<file path="config.mk">
export PLATFORM = sky130hd
export DESIGN_NAME = day_of_year_to_unix_seconds
export DESIGN_NICKNAME = d
export VERILOG_FILES = /design/src/rtl/doy2unix_pkg.sv /design/src/rtl/doy2unix_dp.sv /design/src/rtl/doy2unix_ctrl.sv /design/src/rtl/day_of_year_to_unix_seconds.sv
export SDC_FILE = /design/constraint.sdc
export NUM_CORES = 1
export LEC_CHECK = 0
export BUFFER_PORTS_ARGS = -buffer_cell sky130_fd_sc_hd__buf_2
export CAP_MARGIN = 20
export CELL_PAD_IN_SITES_DETAIL_PLACEMENT = 0
export CELL_PAD_IN_SITES_GLOBAL_PLACEMENT = 1
export CORE_UTILIZATION = 45
export CTS_BUF_LIST = sky130_fd_sc_hd__clkbuf_2
export DETAILED_ROUTE_END_ITERATION = 8
export PLACE_DENSITY_LB_ADDON = 0.1
export SETUP_SLACK_MARGIN = 0.05
export SLEW_MARGIN = 20
export SYNTH_ARGS = -nofsm -noshare
export SYNTH_HDL_FRONTEND = slang
export SYNTH_SLANG_ARGS = --single-unit
</file>
<file path="constraint.sdc">
create_clock -name clk -period 12.4 [get_ports clk]
set_input_delay 2.48 -clock clk [delete_from_list [all_inputs] [get_ports clk]]
set_output_delay 2.48 -clock clk [all_outputs]
set_load 0.03 [all_outputs]
</file>
<file path="src/rtl/doy2unix_pkg.sv">
// ----------------------------------------------------------------------------
// doy2unix_pkg
// Shared types, constants and calendar tables for the day-of-year to Unix
// seconds converter.
// ----------------------------------------------------------------------------
`default_nettype none

package doy2unix_pkg;

  localparam int YEAR_W = 12;   // 1900..2155
  localparam int DAY_W  = 10;   // day of year plus one, up to 512
  localparam int MON_W  = 4;
  localparam int DAYS_W = 20;   // signed day count relative to the epoch
  localparam int TOD_W  = 17;   // time of day in seconds, up to 115443
  localparam int SEC_W  = 40;   // signed seconds before saturation

  localparam logic [1:0] STATUS_OK    = 2'd0;
  localparam logic [1:0] STATUS_RANGE = 2'd1;
  localparam logic [1:0] STATUS_SAT   = 2'd2;

  localparam logic [MON_W-1:0] MON_FEB  = MON_W'(1);
  localparam logic [MON_W-1:0] MON_MAR  = MON_W'(2);
  localparam logic [MON_W-1:0] MON_LAST = MON_W'(11);

  typedef enum logic [2:0] {
    S_IDLE,
    S_WALK,
    S_DAYS,
    S_MUL,
    S_SUM,
    S_FIN
  } state_t;

  typedef struct packed {
    logic load;
    logic step;
    logic calc_days;
    logic calc_mul;
    logic calc_sum;
    logic finish;
  } cmd_t;

  typedef struct packed {
    logic walk_done;
    logic walk_over;
    logic out_free;
  } stat_t;

  // Length of a month in a common year (February fixed up by the caller).
  function automatic logic [4:0] month_len(input logic [MON_W-1:0] mon);
    logic [4:0] len;
    unique case (mon)
      4'd1:                      len = 5'd28;
      4'd3, 4'd5, 4'd8, 4'd10:   len = 5'd30;
      default:                   len = 5'd31;
    endcase
    return len;
  endfunction

  // floor(30.6001 * (m + 1)) with March as the first month of the counting
  // year; January and February map to months 13 and 14.
  function automatic logic [8:0] month_term(input logic [MON_W-1:0] mon);
    logic [8:0] t;
    unique case (mon)
      4'd0:    t = 9'd428;
      4'd1:    t = 9'd459;
      4'd2:    t = 9'd122;
      4'd3:    t = 9'd153;
      4'd4:    t = 9'd183;
      4'd5:    t = 9'd214;
      4'd6:    t = 9'd244;
      4'd7:    t = 9'd275;
      4'd8:    t = 9'd306;
      4'd9:    t = 9'd336;
      4'd10:   t = 9'd367;
      default: t = 9'd397;
    endcase
    return t;
  endfunction

endpackage

`default_nettype wire

</file>
<file path="src/rtl/doy2unix_dp.sv">
// ----------------------------------------------------------------------------
// doy2unix_dp
// Datapath: month walk, day number, scaling to seconds, rounding,
// saturation and the output register.
// ----------------------------------------------------------------------------
`default_nettype none

module doy2unix_dp (
  input  wire                  clk,
  input  wire                  rst,
  input  doy2unix_pkg::cmd_t   cmd,
  output doy2unix_pkg::stat_t  stat,
  input  wire  [7:0]           year_since_1900,
  input  wire  [8:0]           day_of_year,
  input  wire  [4:0]           hour,
  input  wire  [5:0]           minute,
  input  wire  [5:0]           second,
  output logic                 out_valid,
  input  wire                  out_stall,
  output logic signed [31:0]   unix_seconds,
  output logic [1:0]           status
);
  import doy2unix_pkg::*;

  localparam logic signed [SEC_W-1:0] SMAX = SEC_W'(2147483647);
  localparam logic signed [SEC_W-1:0] SMIN = -SMAX - SEC_W'(1);

  logic [YEAR_W-1:0]        year;
  logic [DAY_W-1:0]         day;
  logic [MON_W-1:0]         mon;
  logic [4:0]               hr;
  logic [5:0]               mi;
  logic [5:0]               se;
  logic                     err;
  logic signed [DAYS_W-1:0] days;
  logic [TOD_W-1:0]         tod;
  logic signed [SEC_W-1:0]  prod;
  logic signed [SEC_W-1:0]  secs;

  logic                     leap;
  logic [4:0]               len;
  logic [YEAR_W-1:0]        y;
  logic signed [4:0]        b;
  logic [22:0]              y1461;
  logic signed [21:0]       c;
  logic signed [DAYS_W-1:0] days_next;
  logic [TOD_W-1:0]         tod_next;
  logic signed [SEC_W-1:0]  rounded;
  logic signed [31:0]       sat_val;
  logic                     sat;

  // Only 1900 and 2100 are non-leap multiples of four in the input range.
  assign leap = (year[1:0] == 2'b00) && (year != YEAR_W'(1900)) && (year != YEAR_W'(2100));
  assign len  = (mon == MON_FEB) ? (leap ? 5'd29 : 5'd28) : month_len(mon);

  assign stat.walk_done = (day <= DAY_W'(len));
  assign stat.walk_over = !stat.walk_done && (mon == MON_LAST);
  assign stat.out_free  = !out_valid || !out_stall;

  // Counting year starts in March.
  assign y = (mon < MON_MAR) ? year - YEAR_W'(1) : year;

  // Century correction 2 - a + a/4 for a = y/100, y in 1899..2155.
  always_comb begin
    if (y < YEAR_W'(1900)) begin
      b = -5'sd12;
    end else if (y < YEAR_W'(2100)) begin
      b = -5'sd13;
    end else begin
      b = -5'sd14;
    end
  end

  assign y1461 = 23'(y) * 23'd1461;
  assign c     = $signed({1'b0, y1461[22:2]}) - 22'sd694025;

  assign days_next = DAYS_W'(b) + DAYS_W'(c) + DAYS_W'(month_term(mon)) + DAYS_W'(day)
                   - DAYS_W'(25568);
  assign tod_next  = TOD_W'(hr) * TOD_W'(3600) + TOD_W'(mi) * TOD_W'(60) + TOD_W'(se);

  // Half-second rounding then truncation: negative totals move up by one.
  assign rounded = secs[SEC_W-1] ? secs + SEC_W'(1) : secs;

  always_comb begin
    sat     = 1'b0;
    sat_val = rounded[31:0];
    if (rounded > SMAX) begin
      sat     = 1'b1;
      sat_val = SMAX[31:0];
    end else if (rounded < SMIN) begin
      sat     = 1'b1;
      sat_val = SMIN[31:0];
    end
  end

  always_ff @(posedge clk) begin
    if (cmd.load) begin
      year <= YEAR_W'(year_since_1900) + YEAR_W'(1900);
      day  <= DAY_W'(day_of_year) + DAY_W'(1);
      mon  <= '0;
      hr   <= hour;
      mi   <= minute;
      se   <= second;
      err  <= 1'b0;
    end else if (cmd.step && !stat.walk_done) begin
      if (mon == MON_LAST) begin
        err <= 1'b1;
      end else begin
        day <= day - DAY_W'(len);
        mon <= mon + MON_W'(1);
      end
    end
    if (cmd.calc_days) begin
      days <= days_next;
      tod  <= tod_next;
    end
    if (cmd.calc_mul) begin
      prod <= SEC_W'(days) * SEC_W'(86400);
    end
    if (cmd.calc_sum) begin
      secs <= prod + SEC_W'($signed({1'b0, tod}));
    end
    if (cmd.finish) begin
      if (err) begin
        unix_seconds <= '0;
        status       <= STATUS_RANGE;
      end else begin
        unix_seconds <= sat_val;
        status       <= sat ? STATUS_SAT : STATUS_OK;
      end
    end
  end

  always_ff @(posedge clk) begin
    if (rst) begin
      out_valid <= 1'b0;
    end else if (cmd.finish) begin
      out_valid <= 1'b1;
    end else if (!out_stall) begin
      out_valid <= 1'b0;
    end
  end

endmodule

`default_nettype wire

</file>
<file path="src/rtl/doy2unix_ctrl.sv">
// ----------------------------------------------------------------------------
// doy2unix_ctrl
// Controller: sequences load, month walk, day number, multiply, sum and
// result write-back for one request at a time.
// ----------------------------------------------------------------------------
`default_nettype none

module doy2unix_ctrl (
  input  wire                  clk,
  input  wire                  rst,
  input  wire                  in_valid,
  output logic                 in_stall,
  output doy2unix_pkg::cmd_t   cmd,
  input  doy2unix_pkg::stat_t  stat
);
  import doy2unix_pkg::*;

  state_t state;
  state_t state_next;

  always_ff @(posedge clk) begin
    if (rst) begin
      state <= S_IDLE;
    end else begin
      state <= state_next;
    end
  end

  // No request is taken while reset is held.
  assign in_stall = rst || (state != S_IDLE);

  always_comb begin
    state_next = state;
    cmd        = '0;
    unique case (state)
      S_IDLE: begin
        if (in_valid) begin
          cmd.load   = 1'b1;
          state_next = S_WALK;
        end
      end
      S_WALK: begin
        cmd.step = 1'b1;
        if (stat.walk_done) begin
          state_next = S_DAYS;
        end else if (stat.walk_over) begin
          state_next = S_FIN;
        end
      end
      S_DAYS: begin
        cmd.calc_days = 1'b1;
        state_next    = S_MUL;
      end
      S_MUL: begin
        cmd.calc_mul = 1'b1;
        state_next   = S_SUM;
      end
      S_SUM: begin
        cmd.calc_sum = 1'b1;
        state_next   = S_FIN;
      end
      S_FIN: begin
        if (stat.out_free) begin
          cmd.finish = 1'b1;
          state_next = S_IDLE;
        end
      end
      default: begin
        state_next = S_IDLE;
      end
    endcase
  end

  a_accept_walk: assert property (@(posedge clk) disable iff (rst)
    (in_valid && !in_stall) |=> (state == S_WALK))
    else $error("accepted request did not start the month walk");

  a_finish_free: assert property (@(posedge clk) disable iff (rst)
    cmd.finish |-> stat.out_free)
    else $error("result written while output register still held");

  a_over_fin: assert property (@(posedge clk) disable iff (rst)
    (state == S_WALK && stat.walk_over) |=> (state == S_FIN))
    else $error("day past year end did not go to write-back");

endmodule

`default_nettype wire

</file>
<file path="src/rtl/day_of_year_to_unix_seconds.sv">
// ----------------------------------------------------------------------------
// day_of_year_to_unix_seconds
// UTC year/day-of-year/time to signed 32-bit Unix seconds, Gregorian rule,
// saturating, with day-past-year-end and saturation status.
//
//   channel  signals                                       direction
//   in       in_valid, in_stall, year_since_1900,
//            day_of_year, hour, minute, second              request in
//   out      out_valid, out_stall, unix_seconds, status     result out
//
// One request at a time: accept, then the month walk (one month per cycle),
// then day number, multiply, sum and write-back. A day past year end skips
// straight to write-back.
// The output register holds a result under out_stall while the next request
// is already accepted and worked on. Reset (rst, synchronous) empties it.
// ----------------------------------------------------------------------------
`default_nettype none

module day_of_year_to_unix_seconds (
  input  wire                clk,
  input  wire                rst,
  input  wire                in_valid,
  output logic               in_stall,
  input  wire  [7:0]         year_since_1900,
  input  wire  [8:0]         day_of_year,
  input  wire  [4:0]         hour,
  input  wire  [5:0]         minute,
  input  wire  [5:0]         second,
  output logic               out_valid,
  input  wire                out_stall,
  output logic signed [31:0] unix_seconds,
  output logic [1:0]         status
);
  import doy2unix_pkg::*;

  cmd_t  cmd;
  stat_t stat;

  doy2unix_ctrl u_ctrl (
    .clk      (clk),
    .rst      (rst),
    .in_valid (in_valid),
    .in_stall (in_stall),
    .cmd      (cmd),
    .stat     (stat)
  );

  doy2unix_dp u_dp (
    .clk             (clk),
    .rst             (rst),
    .cmd             (cmd),
    .stat            (stat),
    .year_since_1900 (year_since_1900),
    .day_of_year     (day_of_year),
    .hour            (hour),
    .minute          (minute),
    .second          (second),
    .out_valid       (out_valid),
    .out_stall       (out_stall),
    .unix_seconds    (unix_seconds),
    .status          (status)
  );

endmodule

`default_nettype wire
</file>
# Word-level counts from Yosys, hierarchy flattened

Memories as Yosys holds them, arrays and structs flattened. A register that Yosys moved wholly into a read port is not among the register bits.
Index checks and enable logic that the tools add are counted.

Bitwise gates (word level): 1
$add $sub $neg: 14
Reduce and logical (&&, ||, !) cells: 19
$lt $le $gt $ge: 6
$mul: 4
Equal/unequal tests: 18
Mux-type cells: 32

Operators by type and width:

| cell                                                         | number |
|---|---|
| adder 40 x 18 -> 40 bit                                      | 1 |
| adder 40 x 2 -> 40 bit, second input constant                | 1 |
| > comparator 40 x 32 -> 1 bit, second input constant         | 1 |
| less-than comparator 40 x 32 -> 1 bit, second input constant | 1 |
| two-way mux 40 bit                                           | 1 |
| two-way mux 32 bit                                           | 1 |
| multiplier 20 x 11 -> 31 bit, second input constant          | 1 |
| two-way mux 31 bit                                           | 1 |
| two-way mux 10 bit                                           | 3 |
| multiplier 12 x 11 -> 22 bit, second input constant          | 1 |
| adder 20 x 10 -> 20 bit                                      | 1 |
| adder 20 bit                                                 | 1 |
| adder 20 x 9 -> 20 bit                                       | 1 |
| subtractor 20 x 15 -> 20 bit, second input constant          | 1 |
| subtractor 20 bit, second input constant                     | 1 |
| case mux 3 bit (6 select lines)                              | 1 |
| adder 17 x 12 -> 17 bit                                      | 1 |
| adder 17 x 6 -> 17 bit                                       | 1 |
| two-way mux 1 bit                                            | 15 |
| multiplier 5 x 8 -> 13 bit, second input constant            | 1 |
| adder 8 x 11 -> 12 bit, second input constant                | 1 |
| == test 4 bit, second input constant                         | 3 |
| less-than comparator 12 x 11 -> 1 bit, second input constant | 1 |
| less-than comparator 12 bit, second input constant           | 1 |
| 35 further kinds                                             | 52 |

Output and inout bits: 36
Logic and storage cells: 111
Memories kept: 1
Bits of input ports: 38
Bits in registers: 192
ROM bits: 144

Memories:

| memory           | depth | width | rd ports | clocked after Yosys merged registers in | write ports | line               | text |
|---|---|---|---|---|---|---|---|
| (name not given) | 16    | 9     | 1        | 1                                       | 0           | doy2unix_pkg.sv:64 | `unique case (mon)` |

# Logic depth before layout (Yosys ltp)

Gate-level depths: netlist (run 1).

Depth in word-level cells: 11
Gate-level depth with buffers: 31
Depth with buffers taken out: 31

# By module

From an unflattened synthesis (run 1), not the netlist that was laid out.

Cell total of the unflattened synthesis: 1,820
Area total of the unflattened synthesis: 18,644.1 µm²

Modules (own cells, without submodules):

| module        | area each (µm²) | cells an instance | seq. area each (µm²) | times used |
|---|---|---|---|---|
| doy2unix_dp   | 18,431.4        | 1,794             | 5,735.5              | 1 |
| doy2unix_ctrl | 212.7           | 26                | 60.1                 | 1 |

# Worst setup path before layout (run 1)

No wires, ideal clock.

Path kind: reg-to-reg
From: register u_dp.year[2]
To: register u_dp.days[19], data pin
Library setup time: 0.258 ns
Buffers on the path: 0
Stages on the path, launching flop included: 30
Data required time: 12.142 ns
Arrival: 7.132 ns
Setup slack: 5.010 ns
Cells stage by stage: edfxtp_1 nor4_1 nand2b_1 nor2_1 xor2_1 ha_1 fa_1 inv_1 fa_1 inv_1 fa_1 inv_1 fa_1 inv_1 ha_1 inv_1 nor2_1 nor2_1 xor2_1 ha_1 inv_1 fa_1 ha_1 ha_1 o311a_1 o31a_1 o311a_4 and4b_1 xnor3_1 xnor2_1

Word-level cells in the longest chain between the ends: 9
Elaborated cells on any way between the ends: 12
Those cells by class: add/sub (6); mul (1); order compare (2); mux (3)

RTL lines:

| item                                                                 | line               | text |
|---|---|---|
| start: declaration                                                   | doy2unix_dp.sv:28  | `logic [YEAR_W-1:0] year;` |
| start signal: assignment                                             | doy2unix_dp.sv:98  | `year <= YEAR_W'(year_since_1900) + YEAR_W'(1900);` |
| subtractor 12 x 1 -> 12 bit                                          | doy2unix_dp.sv:61  | `assign y = (mon < MON_MAR) ? year - YEAR_W'(1) : year;` |
| two-way mux 12 bit (*)                                               | doy2unix_dp.sv:61  |  |
| branches (longest 3 deep; another with multiplier 12 x 11 -> 22 bit) | n/a                |  |
| adder 20 bit (*)                                                     | doy2unix_dp.sv:77  | `assign days_next = DAYS_W'(b) + DAYS_W'(c) + DAYS_W'(month_term(mon)) + DAYS_W'(day)` |
| adder 20 x 9 -> 20 bit (*)                                           | doy2unix_dp.sv:77  |  |
| adder 20 x 10 -> 20 bit (*)                                          | doy2unix_dp.sv:77  |  |
| subtractor 20 x 15 -> 20 bit (*)                                     | doy2unix_dp.sv:78  | `- DAYS_W'(25568);` |
| named net u_dp.days_next[19]                                         | doy2unix_dp.sv:46  | `logic signed [DAYS_W-1:0] days_next;` |
| end signal: assignment                                               | doy2unix_dp.sv:114 | `days <= days_next;` |
| end: declaration                                                     | doy2unix_dp.sv:35  | `logic signed [DAYS_W-1:0] days;` |

Mark *: on every way through the listed nets, which the timed path passes.
A chain may end at the register's enable or synchronous reset.

# Worst setup path in the final report (run 1)

Same ends and word-level chain as after synthesis.

==> flow_metrics.env, run 1 <==
export IMPL_slowest_delay_ns=0.54
export IMPL_fin_crit_sh_pct=64.2
export IMPL_post_cts_buffers=0
export IMPL_cts_root_buf="clkbuf_2"
export IMPL_clock_skew_ns=0.0620
export IMPL_finalWirelength_mm=33.1
export IMPL_h_tree_depth=4
export IMPL_timing_final_max_slew_violations=0
export IMPL_finalSetupViolCount=0
export IMPL_synthTopCellsByCount="inv_1 (325), ha_1 (280), edfxtp_1 (181)"
export IMPL_core_sq_um=39800
export IMPL_critPathMaxFanout=6
export IMPL_tightest_slew_ns=0.923
export IMPL_clkSlewWorstSetupHoldPaths_ns=0.29
export IMPL_area_delta_synth_final_pct=6.91
export IMPL_fmax_ghz=0.126
export IMPL_grt_pass1_vias=11700
export IMPL_critical_path_class="register to register"
export IMPL_avgSynthCellArea_sq_um=10.5
export IMPL_rsz0062_at_grt="no"
export IMPL_overflow=0
export IMPL_tritoncts="done"
export IMPL_layout_min_cycle_time_ns=7.96
export IMPL_required_ns=13.06
export IMPL_crit_top_cell="ha_1"
export IMPL_detail_route_wl_per_cell_microns=14.0
export IMPL_worst_skew_pair_late_latency_ns=0.86
export IMPL_synth_flop_cell="edfxtp_1"
export IMPL_track_usage_pct=16.9
export IMPL_cp_start_kind="register"
export IMPL_yosysMostFrequentCell="inv_1"
export IMPL_yosysUniqueCellTypes=74
export IMPL_dp_hpwl_mm=27.7
export IMPL_io_buffers=73
export IMPL_synthArstFlopShare_pct=0
export IMPL_grt_pass1_wl_mm=56.2
export IMPL_synth_area_sq_um=18200
export IMPL_maxCapViolations=0
export IMPL_postSynthCellCount=1738
export IMPL_synth_edf_count=181
export IMPL_cp_slowest_cell="edfxtp_1"
export IMPL_yosys_area_top_type="edfxtp_1"
export IMPL_ctsLongestPathBuffers=2
export IMPL_synth_area_top_cells="edfxtp_1 (30%), ha_1 (19%), fa_1 (14%)"
export IMPL_firstDrtPassIters=7
export IMPL_rows=73
export IMPL_antenna_found_initial=1
export IMPL_fill_cells=3775
export IMPL_gp_congestion=0.928
export IMPL_seq_area_frac_synth_pct=31.9
export IMPL_critical_path_top_delay_family="adder cells"
export IMPL_ys_ff_latch=199
export IMPL_die_area_sq_um=41200
export IMPL_start_util_pct=45.7
export IMPL_clock_sinks=199
export IMPL_status="finished clean"
export IMPL_synth_top_area_share_pct=29.9
export IMPL_fp_dieW_microns=203
export IMPL_route_vias_total=11700
export IMPL_drt_iter0_markers=394
export IMPL_nets=2263
export IMPL_ys_warn_count=0
export IMPL_synth_fp_nets=2179
export IMPL_dieHeight_microns=203
export IMPL_drtAntennaViolNets=0
export IMPL_slew_headroom_pct=38.3
export IMPL_cts_buffers=17
export IMPL_drive_above_1_share_pct=7.52
export IMPL_worst_setup_path_end_kind="register"
export IMPL_cts_resized_gates=0
export IMPL_hold_violations=0
export IMPL_worstPathArrival_ns=8.61
export IMPL_worstPathBufferInverterCount=4
export IMPL_tns_ns=0
export IMPL_viasPerCell=4.95
export IMPL_hold_class="register to register"
export IMPL_grt_max_degree=41
export IMPL_cts_hold_buf=0
export IMPL_pin_count=74
export IMPL_drc_errors=0
[metal layers]
metal  vias up  global-route usage [%]  wire length, microns
li1       6089                       -                     -
met1      5467                    21.2                 15300
met2       113                    30.1                 16700
met3        25                    2.54                   656
met4         0                    4.40                   490
met5         -                       0                     0
[per-stage QoR]
| step | hold WS [ns] | util [%] | std cells | setup WS, ns | cell area, sq um |
|---|---|---|---|---|---|
| detailed placement | 0.405 | 48.2 | 2327 | 4.43 | 19200 |
| finish | 0.454 | 48.8 | 2361 | 4.44 | 19400 |
| global route | 0.448 | 48.8 | 2361 | 3.89 | 19400 |
| CTS | 0.463 | 48.8 | 2359 | 4.44 | 19400 |
| global placement | 0.402 | 48.2 | 2327 | 4.60 | 19200 |
| floorplan | 0.400 | - | 1738 | 5.01 | 18200 |
[path summary, 6_finish.rpt]
kind,endpoint,startpoint,slack (ns),cells after the start
hold / removal,u_dp.secs[6],u_dp.tod[6],0.45,0
setup / recovery,u_dp.days[19],u_dp.year[2],4.44,27
setup reg to reg,u_dp.days[19],u_dp.year[2],4.44,27
hold reg to reg,u_dp.secs[6],u_dp.tod[6],0.45,0
[worst register-to-register path: stages (launching register included)]
cell,delay [ns]
edfxtp_1,0.54
nor4_1,0.43
nand2b_1,0.16
nor2_1,0.18
xor2_1,0.42
ha_1,0.35
fa_1,0.51
inv_1,0.05
fa_1,0.47
inv_1,0.05
fa_1,0.52
inv_1,0.05
fa_1,0.52
inv_1,0.04
ha_1,0.23
or3_1,0.41
o21a_1,0.19
a21oi_1,0.22
xnor2_1,0.18
ha_1,0.27
ha_1,0.30
ha_1,0.35
a21oi_1,0.31
nand2b_1,0.12
o311a_4,0.37
and4b_1,0.20
xnor3_1,0.19
xnor2_1,0.14
[cell type report]
type,instances,area [sq um],area share [%]
diodes,1,2.50,0.0129
flip-flops and latches,199,5800,29.8
well taps,525,657,3.38
clock buffers,20,100,0.515
multi-input cells,1197,11100,57.1
clock inverters,12,129,0.663
repair buffers,82,433,2.23
inverters,325,1220,6.27
[logic make-up (layout without fill, tap and decap cells)]
kind of cell | Yosys count | count (layout) | share of synthesized area [%]
adders and majority gates | 403 | 403 | 32.8
buffers and inverters | 342 | 439 | 7.23
and+or+nand+nor | 332 | 332 | 9.36
AOI/OAI and AO/OA | 280 | 280 | 9.79
DFF | 199 | 199 | 31.9
xor gates and xnor gates | 169 | 169 | 8.21
muxes | 13 | 13 | 0.736
other | 0 | 1 | 0
[placed cells by master (no fill, tap or decap), types with 6 or more instances in the layout]
| master | count |
|---|---|
| buf_2 | 73 |
| o21ai_1 | 6 |
| o21bai_1 | 21 |
| o21a_1 | 8 |
| dfxtp_1 | 18 |
| nand2b_1 | 19 |
| and2_1 | 6 |
| nand2_1 | 71 |
| xor2_1 | 59 |
| nand3_1 | 37 |
| nor2_1 | 77 |
| a21o_1 | 23 |
| ha_1 | 280 |
| clkbuf_2 | 20 |
| o21ai_0 | 75 |
| nor2b_1 | 6 |
| a211oi_1 | 6 |
| nand4_1 | 22 |
| mux2i_1 | 10 |
| fa_1 | 123 |
| nor3_1 | 28 |
| nor4_1 | 6 |
| and3_1 | 19 |
| o211ai_1 | 10 |
| edfxtp_1 | 181 |
| a21oi_1 | 76 |
| xnor2_1 | 109 |
| buf_4 | 8 |
| inv_1 | 325 |
| a31oi_1 | 14 |
[registers in the layout, indices dropped and copies added, names as in the netlist, named ones only]
signal,count
u_ctrl.state,3
u_dp.day,10
u_dp.days,20
u_dp.err,1
u_dp.hr,5
u_dp.mi,6
u_dp.mon,4
u_dp.out_valid,1
u_dp.prod,31
u_dp.se,6
u_dp.secs,40
u_dp.status,2
u_dp.tod,17
u_dp.unix_seconds,32
u_dp.year,12
Power of run 1 is not shown: default switching activity piles up to over one toggle a cycle in this logic, so the estimate is an artifact.
==> run 2, diff against run 1 <==
- ABC_AREA: not set -> 1
- clock period: 12.4 -> 8.17 ns (I/O delays scaled with it)
==> run 2 against run 1 <==
Net effect:
- cell count up 17%
- first-iteration DRC count up 21%
- count of clock-buffer cells in the layout down 2
- worst setup slack worse by 4.0 ns
- sequential share of layout area down 1.8 points
- register-to-register slack worse by 4.0 ns
- clock skew up 0.020 ns
==> flow_metrics.env, run 2 <==
export IMPL_route_vias_total=13400
export IMPL_drtAntennaViolNets=0
export IMPL_fill_cells=3987
export IMPL_regMostFlops="u_dp.secs"
export IMPL_reg2reg_slack_ns=0.46
export IMPL_grt_max_degree=40
export IMPL_cp_depth=36
export IMPL_tritoncts="done"
export IMPL_largest_register_ffs=40
export IMPL_clock_sinks=199
export IMPL_synth_area_top_cells="edfxtp_1 (28%), ha_1 (18%), fa_1 (13%)"
export IMPL_ys_ff_latch=199
export IMPL_hold_start="u_dp.se[0]"
export IMPL_cts_buffers=17
export IMPL_yosysMostFrequentCell="inv_1"
export IMPL_cts_hold_buf=0
export IMPL_die_area_sq_um=43800
export IMPL_hold_depth=0
export IMPL_synth_top_area_share_pct=28.1
export IMPL_yosys_area_top_type="edfxtp_1"
export IMPL_cp_start_kind="register"
export IMPL_tns_ns=0
export IMPL_drt_iter0_markers=476
export IMPL_slowest_delay_ns=0.53
export IMPL_fin_crit_sh_pct=94.3
export IMPL_largestRegisters="u_dp.secs x40, u_dp.unix_seconds x32, u_dp.prod x31"
export IMPL_worst_skew_pair_late_latency_ns=1.05
export IMPL_grt_pass1_wl_mm=65.0
export IMPL_gp_congestion=0.885
export IMPL_seq_area_sq_um=5800
export IMPL_critical_path_top_delay_family="adder cells"
export IMPL_fmax_ghz=0.130
export IMPL_firstDrtPassIters=5
export IMPL_maxCapViolations=0
export IMPL_core_sq_um=42100
export IMPL_hold_path_end="u_dp.tod[0]"
export IMPL_synth_fp_nets=2550
export IMPL_ctsLongestPathBuffers=2
export IMPL_cp_slowest_cell="fa_1"
export IMPL_io_buffers=73
export IMPL_layout_common_cells="inv_1 (420), nand2_1 (305), ha_1 (279)"
export IMPL_ys_warn_count=0
export IMPL_antenna_found_initial=1
export IMPL_dieHeight_microns=209
export IMPL_start_util_pct=45.9
export IMPL_rows=75
export IMPL_synthArstFlopShare_pct=0
export IMPL_overflow=0
export IMPL_drc_errors=0
export IMPL_viasPerCell=4.88
export IMPL_synth_area_sq_um=19300
export IMPL_required_ns=8.96
export IMPL_avgSynthCellArea_sq_um=9.17
export IMPL_area_delta_synth_final_pct=6.96
export IMPL_rsz0062_at_grt="yes"
export IMPL_seq_area_frac_synth_pct=30.0
export IMPL_slew_headroom_pct=36.4
export IMPL_status="finished clean"
export IMPL_synth_flop_cell="edfxtp_1"
export IMPL_r2r_end="u_dp.days[19]"
export IMPL_layout_min_cycle_time_ns=7.71
export IMPL_h_tree_depth=4
export IMPL_dp_hpwl_mm=34.2
export IMPL_hold_class="register to register"
export IMPL_worst_setup_path_end_kind="register"
export IMPL_crit_top_cell="nand2_1"
export IMPL_multiInputGateArea_sq_um=11900
export IMPL_finalSetupViolCount=0
export IMPL_drive_above_1_share_pct=10.2
export IMPL_worstPathArrival_ns=8.50
export IMPL_timing_final_max_slew_violations=0
export IMPL_grt_pass1_vias=13600
export IMPL_finalWirelength_mm=39.5
export IMPL_r2r_start="u_dp.mon[1]"
export IMPL_critical_path_class="register to register"
export IMPL_clkSlewWorstSetupHoldPaths_ns=0.34
export IMPL_clock_skew_ns=0.0823
export IMPL_synth_edf_count=181
export IMPL_pin_count=74
export IMPL_nets=2641
export IMPL_track_usage_pct=18.9
export IMPL_fp_dieW_microns=209
export IMPL_postSynthCellCount=2109
export IMPL_post_cts_buffers=0
export IMPL_critPathMaxFanout=5
export IMPL_cts_root_buf="clkbuf_2"
export IMPL_hold_violations=0
export IMPL_worstPathBufferInverterCount=6
export IMPL_rr_worst_depth=36
export IMPL_final_common_cell="inv_1"
export IMPL_tightest_slew_ns=0.951
export IMPL_yosysUniqueCellTypes=55
export IMPL_detail_route_wl_per_cell_microns=14.3
export IMPL_synthTopCellsByCount="inv_1 (420), nand2_1 (305), ha_1 (280)"
[run 2: worst max-delay path by stage]
stage,from,to,slack (ns)
2_1_floorplan,u_dp.mon[1],u_dp.days[19],0.74
3_3_place_gp,u_dp.mon[1],u_dp.days[19],0.19
3_5_place_dp,u_dp.mon[1],u_dp.days[19],0.06
4_1_cts,u_dp.mon[1],u_dp.days[19],0.12
5_1_grt,u_dp.mon[1],u_dp.days[19],-0.05
6_report,u_dp.mon[1],u_dp.days[19],0.46
[run 2: per-stage QoR]
| step | worst slack, ns | cells | cell area, sq um | util (%) | hold WS (ns) |
|---|---|---|---|---|---|
| 6_report | 0.464 | 2753 | 20700 | 49.1 | 0.463 |
| 5_1_grt | -0.0461 | 2753 | 20700 | 49.1 | 0.449 |
| 4_1_cts | 0.119 | 2751 | 20600 | 48.9 | 0.466 |
| 3_5_place_dp | 0.0559 | 2719 | 20400 | 48.4 | 0.405 |
| 3_3_place_gp | 0.194 | 2718 | 20400 | 48.3 | 0.401 |
| 2_1_floorplan | 0.737 | 2109 | 19300 | - | 0.400 |
[run 2: cells by family (layout without fill, tap and decap cells)]
logic type / after synthesis / after routing / synth area share, %
AND/OR/NAND/NOR: 661 / 661 / 15.4
adder cells (fa/ha/maj): 403 / 403 / 30.9
flip-flops: 199 / 199 / 30.0
XOR/XNOR: 161 / 161 / 7.29
AO/OA/AOI/OAI: 245 / 245 / 7.51
multiplexers: 1 / 1 / 0.0518
buffers and inverters: 439 / 543 / 8.90
other: 0 / 1 / 0
[run 2: repair_timing]
item                       4_1_cts  5_1_grt
hold endpoints to repair         0        0
setup endpoints to repair        1        6
resized for setup                1       10
[run 2: layout make-up]
class	instances	share of cell area, %
Clock buffer	18	0.436
Sequential cell	199	28.0
Antenna cell	1	0.0121
Multi-Input combinational cell	1471	57.5
Timing Repair Buffer	85	2.36
Inverter	426	7.73
Tap cell	539	3.26
Clock inverter	14	0.708
[run 2: layer usage]
layer	vias up	part of all wire, %	track usage (%)
li1	7034	-	-
met1	6198	42	20.5
met2	146	54	36.3
met3	57	1.7	2.77
met4	0	3.0	8.27
met5	-	0	0
Power of run 2 is left out for the same reason.
